## src/rtl/sppt_pkg.sv

```systemverilog
// ----------------------------------------------------------------------------
// Sparse polynomial term engine package
// Shared types, opcodes, controller states and command structures.
// ----------------------------------------------------------------------------
package sppt_pkg;

  localparam int TERM_SLOTS_DEF = 16;
  localparam int EXPO_BITS_DEF  = 8;

  typedef enum logic [2:0] {
    OP_CLEAR    = 3'd0,
    OP_INS_A    = 3'd1,
    OP_INS_B    = 3'd2,
    OP_MERGE    = 3'd3,
    OP_EVAL     = 3'd4,
    OP_READ     = 3'd5,
    OP_UNUSED6  = 3'd6,
    OP_UNUSED7  = 3'd7
  } op_t;

  typedef struct packed {
    logic [2:0]  op;
    logic [31:0] coef_in;
    logic [7:0]  expo_in;
    logic [31:0] x_value;
    logic [3:0]  term_index;
  } in_item_t;

  typedef struct packed {
    logic [31:0] eval_value;
    logic [31:0] read_coef;
    logic [7:0]  read_expo;
    logic        read_present;
    logic        overflow;
    logic [4:0]  term_count;
  } out_item_t;

  typedef enum logic [3:0] {
    ST_IDLE,
    ST_CLEAR,
    ST_INS_SCAN,
    ST_INS_SHIFT,
    ST_MERGE,
    ST_EVAL_TERM,
    ST_EVAL_POW,
    ST_EVAL_ACC,
    ST_DONE
  } state_t;

  // Commands from the controller to the datapath.
  typedef struct packed {
    logic load;        // capture the input item
    logic clr_step;    // clear one slot of every table
    logic ins_scan;    // compare one slot during an insert
    logic ins_shift;   // move one slot down during an insert
    logic merge_step;  // emit one merged term
    logic eval_term;   // start the power of one D term
    logic pow_step;    // one square-and-multiply step
    logic acc_step;    // add coef*power to the accumulator
    logic finish;      // build the result item
  } cmd_t;

  // Status from the datapath to the controller.
  typedef struct packed {
    logic clr_last;
    logic ins_found;   // scan reached its end (match, place or table end)
    logic ins_shift_done;
    logic merge_done;
    logic eval_done;
    logic pow_done;
  } sts_t;

endpackage

```

## src/rtl/sppt_ctrl.sv

```systemverilog
// ----------------------------------------------------------------------------
// Sparse polynomial term engine controller
// Sequences one operation at a time through the datapath.
// ----------------------------------------------------------------------------
module sppt_ctrl (
  input  logic            clk,
  input  logic            rst_n,
  input  logic            in_valid,
  output logic            in_stall,
  input  logic [2:0]      in_op,
  output logic            out_valid,
  input  logic            out_stall,
  output sppt_pkg::cmd_t  cmd,
  input  sppt_pkg::sts_t  sts
);
  import sppt_pkg::*;

  state_t state_r, state_nxt;
  logic   out_valid_r, out_valid_nxt;

  always_ff @(posedge clk) begin
    if (!rst_n) begin
      state_r     <= ST_IDLE;
      out_valid_r <= 1'b0;
    end else begin
      state_r     <= state_nxt;
      out_valid_r <= out_valid_nxt;
    end
  end

  assign out_valid = out_valid_r;
  // A new item is taken only when idle and the result register is free.
  assign in_stall  = !(state_r == ST_IDLE && !out_valid_r);

  always_comb begin
    state_nxt     = state_r;
    out_valid_nxt = out_valid_r && out_stall;
    cmd           = '0;
    case (state_r)
      ST_IDLE: begin
        if (in_valid && !in_stall) begin
          cmd.load = 1'b1;
          case (in_op)
            OP_CLEAR:         state_nxt = ST_CLEAR;
            OP_INS_A, OP_INS_B: state_nxt = ST_INS_SCAN;
            OP_MERGE:         state_nxt = ST_MERGE;
            OP_EVAL:          state_nxt = ST_EVAL_TERM;
            default:          state_nxt = ST_DONE;
          endcase
        end
      end
      ST_CLEAR: begin
        cmd.clr_step = 1'b1;
        if (sts.clr_last) state_nxt = ST_DONE;
      end
      ST_INS_SCAN: begin
        cmd.ins_scan = 1'b1;
        if (sts.ins_found) state_nxt = ST_INS_SHIFT;
      end
      ST_INS_SHIFT: begin
        cmd.ins_shift = 1'b1;
        if (sts.ins_shift_done) state_nxt = ST_DONE;
      end
      ST_MERGE: begin
        cmd.merge_step = 1'b1;
        if (sts.merge_done) state_nxt = ST_DONE;
      end
      ST_EVAL_TERM: begin
        if (sts.eval_done) begin
          state_nxt = ST_DONE;
        end else begin
          cmd.eval_term = 1'b1;
          state_nxt = ST_EVAL_POW;
        end
      end
      ST_EVAL_POW: begin
        cmd.pow_step = 1'b1;
        if (sts.pow_done) state_nxt = ST_EVAL_ACC;
      end
      ST_EVAL_ACC: begin
        cmd.acc_step = 1'b1;
        state_nxt = ST_EVAL_TERM;
      end
      ST_DONE: begin
        cmd.finish    = 1'b1;
        out_valid_nxt = 1'b1;
        state_nxt     = ST_IDLE;
      end
      default: state_nxt = ST_IDLE;
    endcase
  end

endmodule

```

## config.mk

```make
export PLATFORM = sky130hd
export DESIGN_NAME = sppt_ctrl
export DESIGN_NICKNAME = d
export VERILOG_FILES = /design/src/rtl/sppt_pkg.sv /design/src/rtl/sppt_ctrl.sv
export SDC_FILE = /design/constraint.sdc
export NUM_CORES = 1
export LEC_CHECK = 0
export ABC_AREA = 1
export ABC_CLOCK_PERIOD_IN_PS = 1400
export BUFFER_PORTS_ARGS = -buffer_cell sky130_fd_sc_hd__buf_2
export CAP_MARGIN = 10
export CORE_AREA = 2 2 39 41
export CTS_CLUSTER_SIZE = 12
export DETAILED_ROUTE_END_ITERATION = 7
export DIE_AREA = 0 0 41 43
export PLACE_DENSITY = 0.66
export SLEW_MARGIN = 25
export SYNTH_ARGS = -nofsm -noshare
export SYNTH_HDL_FRONTEND = slang
export SYNTH_SLANG_ARGS = --single-unit
export TNS_END_PERCENT = 1
```

## constraint.sdc

```tcl
create_clock -name clk -period 1.4 [get_ports clk]
set_input_delay 0.07 -clock clk [delete_from_list [all_inputs] [get_ports clk]]
set_output_delay 0.07 -clock clk [all_outputs]
set_load 0.03 [all_outputs]
```

==> results of run 1 <==
[cell type report]
type	count	area, um^2	share of cell area, %
multi-input cells	66	344.1	50.64
repair buffers	24	125.1	18.42
flip-flops and latches	5	103.9	15.29
inverters	16	60.06	8.840
clock buffers	4	26.28	3.867
well taps	16	20.02	2.947
[cell families (layout without fill, tap and decap cells)]
logic type	after synthesis	after routing
flops	5	5
buf+inv	16	44
compound gates	7	7
simple gates	59	59
[worst min-delay path, cell delays in order]
cell and delay (ns):
buf_2 0.07, a21oi_1 0.05, nor2_1 0.07
[power groups by stage]
stage / Sequential (mW) / Combinational [mW] / Clock, mW
floorplan: 0.278 / 0.804 / 0
global placement: 0.275 / 1.05 / 0
detailed placement: 0.279 / 1.04 / 0
CTS: 0.283 / 1.09 / 0.179
global route: 0.299 / 1.26 / 0.186
finish: 0.294 / 1.14 / 0.171
[what timing repair did]
action,in CTS,in global routing
setup endpoints to repair,3,5
setup buffers,1,0
resized for setup,4,6
pin swaps,2,0
[sequential cells by signal, summed over array words and instances (netlist names)]
signal,flops
state_r,4
out_valid,1
[worst max path at each step]
stage          depth (start not counted)  startpoint          to  slack (ns)
3_3_place_gp                           7  state_r[2]  state_r[0]        0.07
6_report                               3  state_r[3]      cmd[0]        0.07
5_1_grt                                8  state_r[3]  state_r[1]       -0.01
2_1_floorplan                          5  state_r[3]      cmd[8]       -0.04
4_1_cts                                6  state_r[0]      cmd[8]        0.03
3_5_place_dp                           7  state_r[2]  state_r[1]         0.1
[Yosys cell counts]
cell type,number,area [um^2]
nand2_1,20,75.07
nor2_1,15,56.30
inv_1,14,52.55
nand3_1,6,30.03
dfxtp_1,5,100.1
nor2_2,5,31.28
nor3_1,5,25.02
a21oi_1,4,20.02
nand3b_1,4,30.03
inv_2,2,7.510
nor2_4,2,22.52
o21ai_0,2,10.01
a21oi_2,1,8.760
nand2_2,1,6.260
nand4_1,1,6.260
[metal layers]
metal	wire, um	part of all wire [%]	vias up
met3	62	4.7	2
met2	699	53	16
met5	0	0	-
met4	20	1.5	0
li1	-	-	328
met1	544	41	284
[through the flow]
step	power [mW]	instances
global route	1.749	131
detailed placement	1.319	126
finish	1.603	131
global placement	1.326	126
CTS	1.556	131
floorplan	1.082	87
==> results by group, run 1 <==
Worst setup path
  – Crit path required time: ~1.3 ns
  – Family with the most delay on the worst path: flip-flops
  – FF-to-FF End: state_r[1]
  – WP buf/inv: 2
  – CP arrival: 1.26 ns
  – Reg2reg setup slack: ~0.090 ns
  – CP max stage delay: about 0.43 ns
  – Crit path capture type: output pin
  – Register-to-Register Path Depth: 8
  – Crit start category: flip-flop
  – R2R Path Start: state_r[3]
  – Crit path max fanout: 3
  – Crit-path cells: inv_1, nor3_2, buf_2
  – Worst setup path class: flip-flop to output pin
  – Crit-path slowest cell: dfxtp_1

Power and ir drop
  – Proportion of power drawn by the clock network: approximately a tenth
  – Switching part of the total power: about 57%
  – Peak VDD IR: about 0.0010 V
  – Leakage: 0.4124 nW
  – Power Density: between 2000 and 2500 nW/um^2
  – Psw: about 0.91 mW
  – Combinational group share of total power: about 70%
  – Sequential share of power: a little under a fifth
  – Int Pwr: ~0.7 mW

Hold path
  – Type of the worst min-delay path: input pin to flip-flop
  – Hold depth: 3
  – Hold Startpoint: out_stall
  – Hold endpoint: out_valid

Clocking
  – Clk sinks: 5
  – Skew-Pair Late Insertion Delay: roughly 0.25 ns
  – Worst-path clk slew: about 0.04 ns
  – H-tree depth: 1
  – CTS tree: done
  – Total CTS buffers: 3
  – CTS Root Cell: clkbuf_4
  – Hold_buf cts: 0
  – Maximum clock insertion buffer count: 2

STA
  – Setup TNS Final: 0 ns
  – RSZ-0062 raised after global routing: true
  – Worst-Margin Slew: 0.2128 ns
  – Max-slew violations: 0
  – Hold slack: ~0.054 ns
  – Final period util: about 95%
  – Final Setup Violations: 0
  – Hold Vio Cnt, Final: 0
  – Post-layout minimum cycle time: approximately 1.3 ns
  – Max frequency: around 0.75 GHz
  – Setup ws final: ~0.067 ns
  – Worst clock skew: 0.001364 ns
  – Slew headroom: a little under nine tenths

GRT
  – Largest net degree at the start of global routing: 7
  – Gr usage total: between 10% and 20%
  – GRT met2 Usage: between 20% and 30%
  – First-pass GRT wire length: ~2.0 mm
  – Grt met1 use: around a fifth
  – Vias in the first global route: 533
  – Antenna violations before repair: 0
  – Gr ovfl total: 0
  – GR peak layer: met2
  – Met3 Track Usage GR: about 3.1%

Finish
  – Share of layout cells above drive strength 1: about two fifths
  – Antenna cells: 0
  – Layout area overhead: 41.04%
  – Commonest non-fill, non-tap cell in the layout: buf_2
  – Final instance area: just under 700 um^2
  – Final nets: between 100 and 150
  – Fin util: approximately half
  – Commonest cells after routing, fill and taps aside: buf_2, nand2_1, nor2_1
  – Fill cells: around 160

Place
  – IO Port Bufs: 23
  – Detail Placement HPWL: around 1.1 mm
  – Post-DP Area: roughly 620 um^2
  – DP Worst Slack: ~0.095 ns
  – GP Congestion: ~0.85

Drt
  – Final WL: around 1.3 mm
  – Drt wl/cell: 10.13 um
  – Vias: 630
  – Post-DRT Antenna Nets: 0
  – Detailed Routing Iterations Pass 1: 4
  – Vias per cell: around 4.8
  – First DRT Iteration DRCs: 15
  – DRC Markers: 0

Run
  – Max_cap viols: 0

Logic synthesis
  – Post-Synth Simple-Gate Area: between 50% and 60%
  – Cells after synthesis: 87
  – Avg Cell Area, Syn: approximately 5.5 um^2
  – Synth Area in Compound Gates: 8.052%
  – Mux share of post-synthesis cell area: 0%
  – Synth Area in Adders: 0%
  – Post-synth cell types: 15
  – Seq cells post-synth: 5
  – Synth Cell Area: around 480 um^2
  – Largest family of logic cells by synthesized area: simple AND/OR/NAND/NOR gates
  – Syn. warnings: 0
  – Post-synthesis xor/xnor area fraction: 0%
  – Net Count, Synth: 100
  – Sequential area share after synthesis: 20.78%

Floorplanning
  – Initial Utilization: approximately a third
  – Core region area: 1384 um^2
  – DIE AREA: roughly 1800 um^2
  – Chip Height: around 43 um
  – # IOs: 24
  – Row count: 14
  – Die width: 41 um

Outcome
  – Status: finished clean
Power figures use the tool's default switching activity.
==> run 2, diff against run 1 <==
Settings changed: ABC_AREA 1 to unset, SETUP_SLACK_MARGIN set to 0.1.
==> run 2 against run 1 <==
The flow now finishes with violations (setup timing). Critical path depth up 1. Power up 36%. Final area up 18%.
==> results by group, run 2 <==
Outcome
  – Failing checks: setup timing
  – Status: complete, but fails checks (was finished clean)

Place
  – Post-DP Area: 668.1 um^2 (was 621.8 um^2)
  – Detail Placement HPWL: 1.036 mm (was 1.054 mm)
  – GP Congestion: 0.8170 (was 0.8525)
  – IO Port Bufs: 23 (unchanged)

GRT
  – Antenna violations before repair: 0 (unchanged)
  – Gr usage total: 18.63% (was 16.98%)
  – Vias in the first global route: 554 (was 533)
  – Largest net degree at the start of global routing: 11 (was 7)
  – Gr ovfl total: 0 (unchanged)
  – First-pass GRT wire length: 2.166 mm (was 2.035 mm)

Floorplanning
  – Core region area: 1384 um^2 (unchanged)
  – DIE AREA: 1763 um^2 (unchanged)
  – Chip Height: 43 um (unchanged)
  – Initial Utilization: 34.81% (unchanged)
  – Row count: 14 (unchanged)
  – # IOs: 24 (unchanged)
  – Die width: 41 um (unchanged)

Finish
  – Commonest cells after routing, fill and taps aside: buf_2, buf_4, buf_6 (was buf_2, nand2_1, nor2_1)
  – Final instance area: 802.0 um^2 (was 679.4 um^2)
  – Final nets: 109 (was 129)
  – Antenna cells: 0 (unchanged)
  – Number of flip-flops under the largest register name: 4 (unchanged)
  – Layout area overhead: 66.49% (was 41.04%)
  – Fin util: 57.96% (was 49.10%)
  – Reg with most FFs: state_r (unchanged)
  – Commonest non-fill, non-tap cell in the layout: buf_2 (unchanged)
  – Share of layout cells above drive strength 1: 56.84% (was 40.00%)

Worst setup path
  – Crit-path slowest cell: or4_4 (was dfxtp_1)
  – R2R Path Start: state_r[0] (was state_r[3])
  – End of the critical path: cmd[8] (was cmd[0])
  – CP arrival: 1.55 ns (was 1.26 ns)
  – CP max stage delay: 0.53 ns (was 0.43 ns)
  – Critical Path Stages: 4 (was 3)
  – Crit start category: flip-flop (unchanged)
  – Worst setup path class: flip-flop to output pin (unchanged)
  – Register-to-Register Path Depth: 5 (was 8)
  – Crit path required time: 1.33 ns (about the same)
  – Crit path max fanout: 3 (unchanged)
  – Crit path capture type: output pin (unchanged)
  – WP buf/inv: 1 (was 2)
  – Reg2reg setup slack: -0.19 ns (was 0.09 ns)
  – Crit-path cells: or4_4, or2_4, nor2_4, buf_6 (was inv_1, nor3_2, buf_2)
  – FF-to-FF End: state_r[2] (was state_r[1])
  – CP startpoint: state_r[0] (was state_r[3])
  – Family with the most delay on the worst path: simple AND/OR/NAND/NOR gates (was flip-flops)

Logic synthesis
  – Cell with the most instances after synthesis: nor3_1 (was nand2_1)
  – Top cells by count, synth: nor3_1, dfxtp_1, nor2_1, nand2_1, nor2b_1 (was nand2_1, nor2_1, inv_1, nand3_1)
  – Share of the synthesized area in the top cell type: 20.78% (unchanged)
  – Synth area leaders: dfxtp_1, nor3_1, mux2i_1, o311ai_4, nor2b_1 (was dfxtp_1, nand2_1, nor2_1, inv_1, nor2_2)
  – Cells after synthesis: 62 (was 87)
  – Sequential area share after synthesis: 20.78% (unchanged)
  – Post-synth cell types: 30 (was 15)
  – Synth Flop Type: dfxtp_1 (unchanged)
  – Syn. warnings: 0 (unchanged)
  – Seq cells post-synth: 5 (unchanged)
  – Cell taking the most area after synthesis: dfxtp_1 (unchanged)
  – Synth Cell Area: 481.7 um^2 (unchanged)
  – Net Count, Synth: 75 (was 100)
  – Post-synth EDFFs: 0 (unchanged)
  – Post-synth ARST share: 0% (unchanged)
  – Avg Cell Area, Syn: 7.770 um^2 (was 5.537 um^2)

STA
  – Setup ws final: -0.2210 ns (was 0.06692 ns)
  – Slew headroom: 76.96% (was 85.79%)
  – Worst-Margin Slew: 0.3448 ns (was 0.2128 ns)
  – Final period util: 115.8% (was 95.22%)
  – Worst clock skew: 0.003695 ns (was 0.001364 ns)
  – Max frequency: 0.6169 GHz (was 0.7501 GHz)
  – Hold Vio Cnt, Final: 0 (unchanged)
  – Setup TNS Final: -1.106 ns (was 0 ns)
  – Max-slew violations: 0 (unchanged)
  – RSZ-0062 raised after global routing: true (unchanged)
  – Post-layout minimum cycle time: 1.621 ns (was 1.333 ns)
  – Final Setup Violations: 6 (was 0)

Run
  – Max_cap viols: 0 (unchanged)

Drt
  – Post-DRT Antenna Nets: 0 (unchanged)
  – DRC Markers: 0 (unchanged)
  – Detailed Routing Iterations Pass 1: 4 (unchanged)
  – Vias: 571 (was 630)
  – Final WL: 1.326 mm (was 1.327 mm)
  – Drt wl/cell: 11.95 um (was 10.13 um)
  – Vias per cell: 5.144 (was 4.809)
  – First DRT Iteration DRCs: 6 (was 15)

Power and ir drop
  – Power Density: 2718 nW/um^2 (was 2360 nW/um^2)
  – Peak VDD IR: 0.001204 V (was 0.001003 V)
  – Leakage: 0.3567 nW (was 0.4124 nW)

Clocking
  – Total CTS buffers: 3 (unchanged)
  – Clk sinks: 5 (unchanged)
  – CTS tree: done (unchanged)
  – H-tree depth: 1 (unchanged)
  – Skew-Pair Late Insertion Delay: 0.25 ns (about the same)
  – Worst-path clk slew: 0.04 ns (about the same)
  – Maximum clock insertion buffer count: 2 (unchanged)
  – CTS Root Cell: clkbuf_4 (unchanged)

Hold path
  – Type of the worst min-delay path: input pin to flip-flop (unchanged)
[run 2: cell count changes in the layout (fill, tap and decap cells not counted), sizes merged, moves of 3 or more]
cell    delta
nand2     -17
nand3      -6
mux2i      +3
nand3b     -3
nand2b     +3
inv       -14
buf        +9
nor2b      +4
nor2      -17
[run 2: kinds of logic (layout without fill, tap and decap cells)]
family	count (synthesis)	in the layout	synth area share, %
simple gates	34	34	41.04
compound gates	13	13	22.08
buf+inv	6	39	8.050
flops	5	5	20.78
mux	3	3	6.234
xor+xnor	1	1	1.819
[run 2: routing by layer]
| metal | track usage [%] | up-vias | share of wire (%) |
|---|---|---|---|
| met5 | 0 | - | 0 |
| met4 | 11.33 | 0 | 2.3 |
| met3 | 6.283 | 4 | 6.7 |
| met2 | 30.31 | 22 | 51 |
| met1 | 19.16 | 254 | 40 |
| li1 | - | 291 | - |
[run 2: layout make-up]
type | instances | area (um^2)
Sequential cell | 5 | 105.1
Fill cell | 110 | 581.8
Tap cell | 16 | 20.02
Inverter | 2 | 7.507
Multi-Input combinational cell | 51 | 402.9
Clock buffer | 4 | 26.28
Timing Repair Buffer | 33 | 240.2
[run 2: worst min-delay path, cell delays in order]
cell and delay (ns):
buf_2 0.08, a21oi_1 0.05, nor2b_1 0.09
[run 2: worst min path at each step]
stage / start / end / slack [ns] / cells after the start
detailed placement: out_stall / out_valid / 0.34 / 3
global placement: out_stall / out_valid / 0.33 / 3
finish: out_stall / out_valid / 0.08 / 3
CTS: out_stall / out_valid / 0.09 / 3
global route: out_stall / out_valid / 0.13 / 3
floorplan: rst_n / out_valid / 0.20 / 1
[run 2: power breakdown]
group	total (mW)	internal, mW	leakage, nW	switching [mW]
clock	0.175	0.108	0.0150	0.0667
combinational	1.72	0.846	0.299	0.870
sequential	0.288	0.217	0.0425	0.0713
total	2.18	1.17	0.357	1.01
[run 2: timing repair]
item | in CTS | in global routing
buffers inserted | 1 | 0
gates resized for setup | 13 | 17
pin swaps | 3 | 5
hold buffers | 0 | 0
setup endpoints to repair | 13 | 14
[run 2: through the flow]
stage | hold slack [ns] | total power, mW | setup WS [ns] | std cells
after global placement | 0.3269 | 1.682 | -0.04226 | 106
after floorplan | 0.1982 | 1.358 | -0.1097 | 62
after CTS | 0.09272 | 2.048 | -0.2442 | 111
after global routing | 0.1336 | 2.357 | -0.2696 | 111
final | 0.08393 | 2.180 | -0.2210 | 111
after detailed placement | 0.3436 | 1.706 | -0.07697 | 106
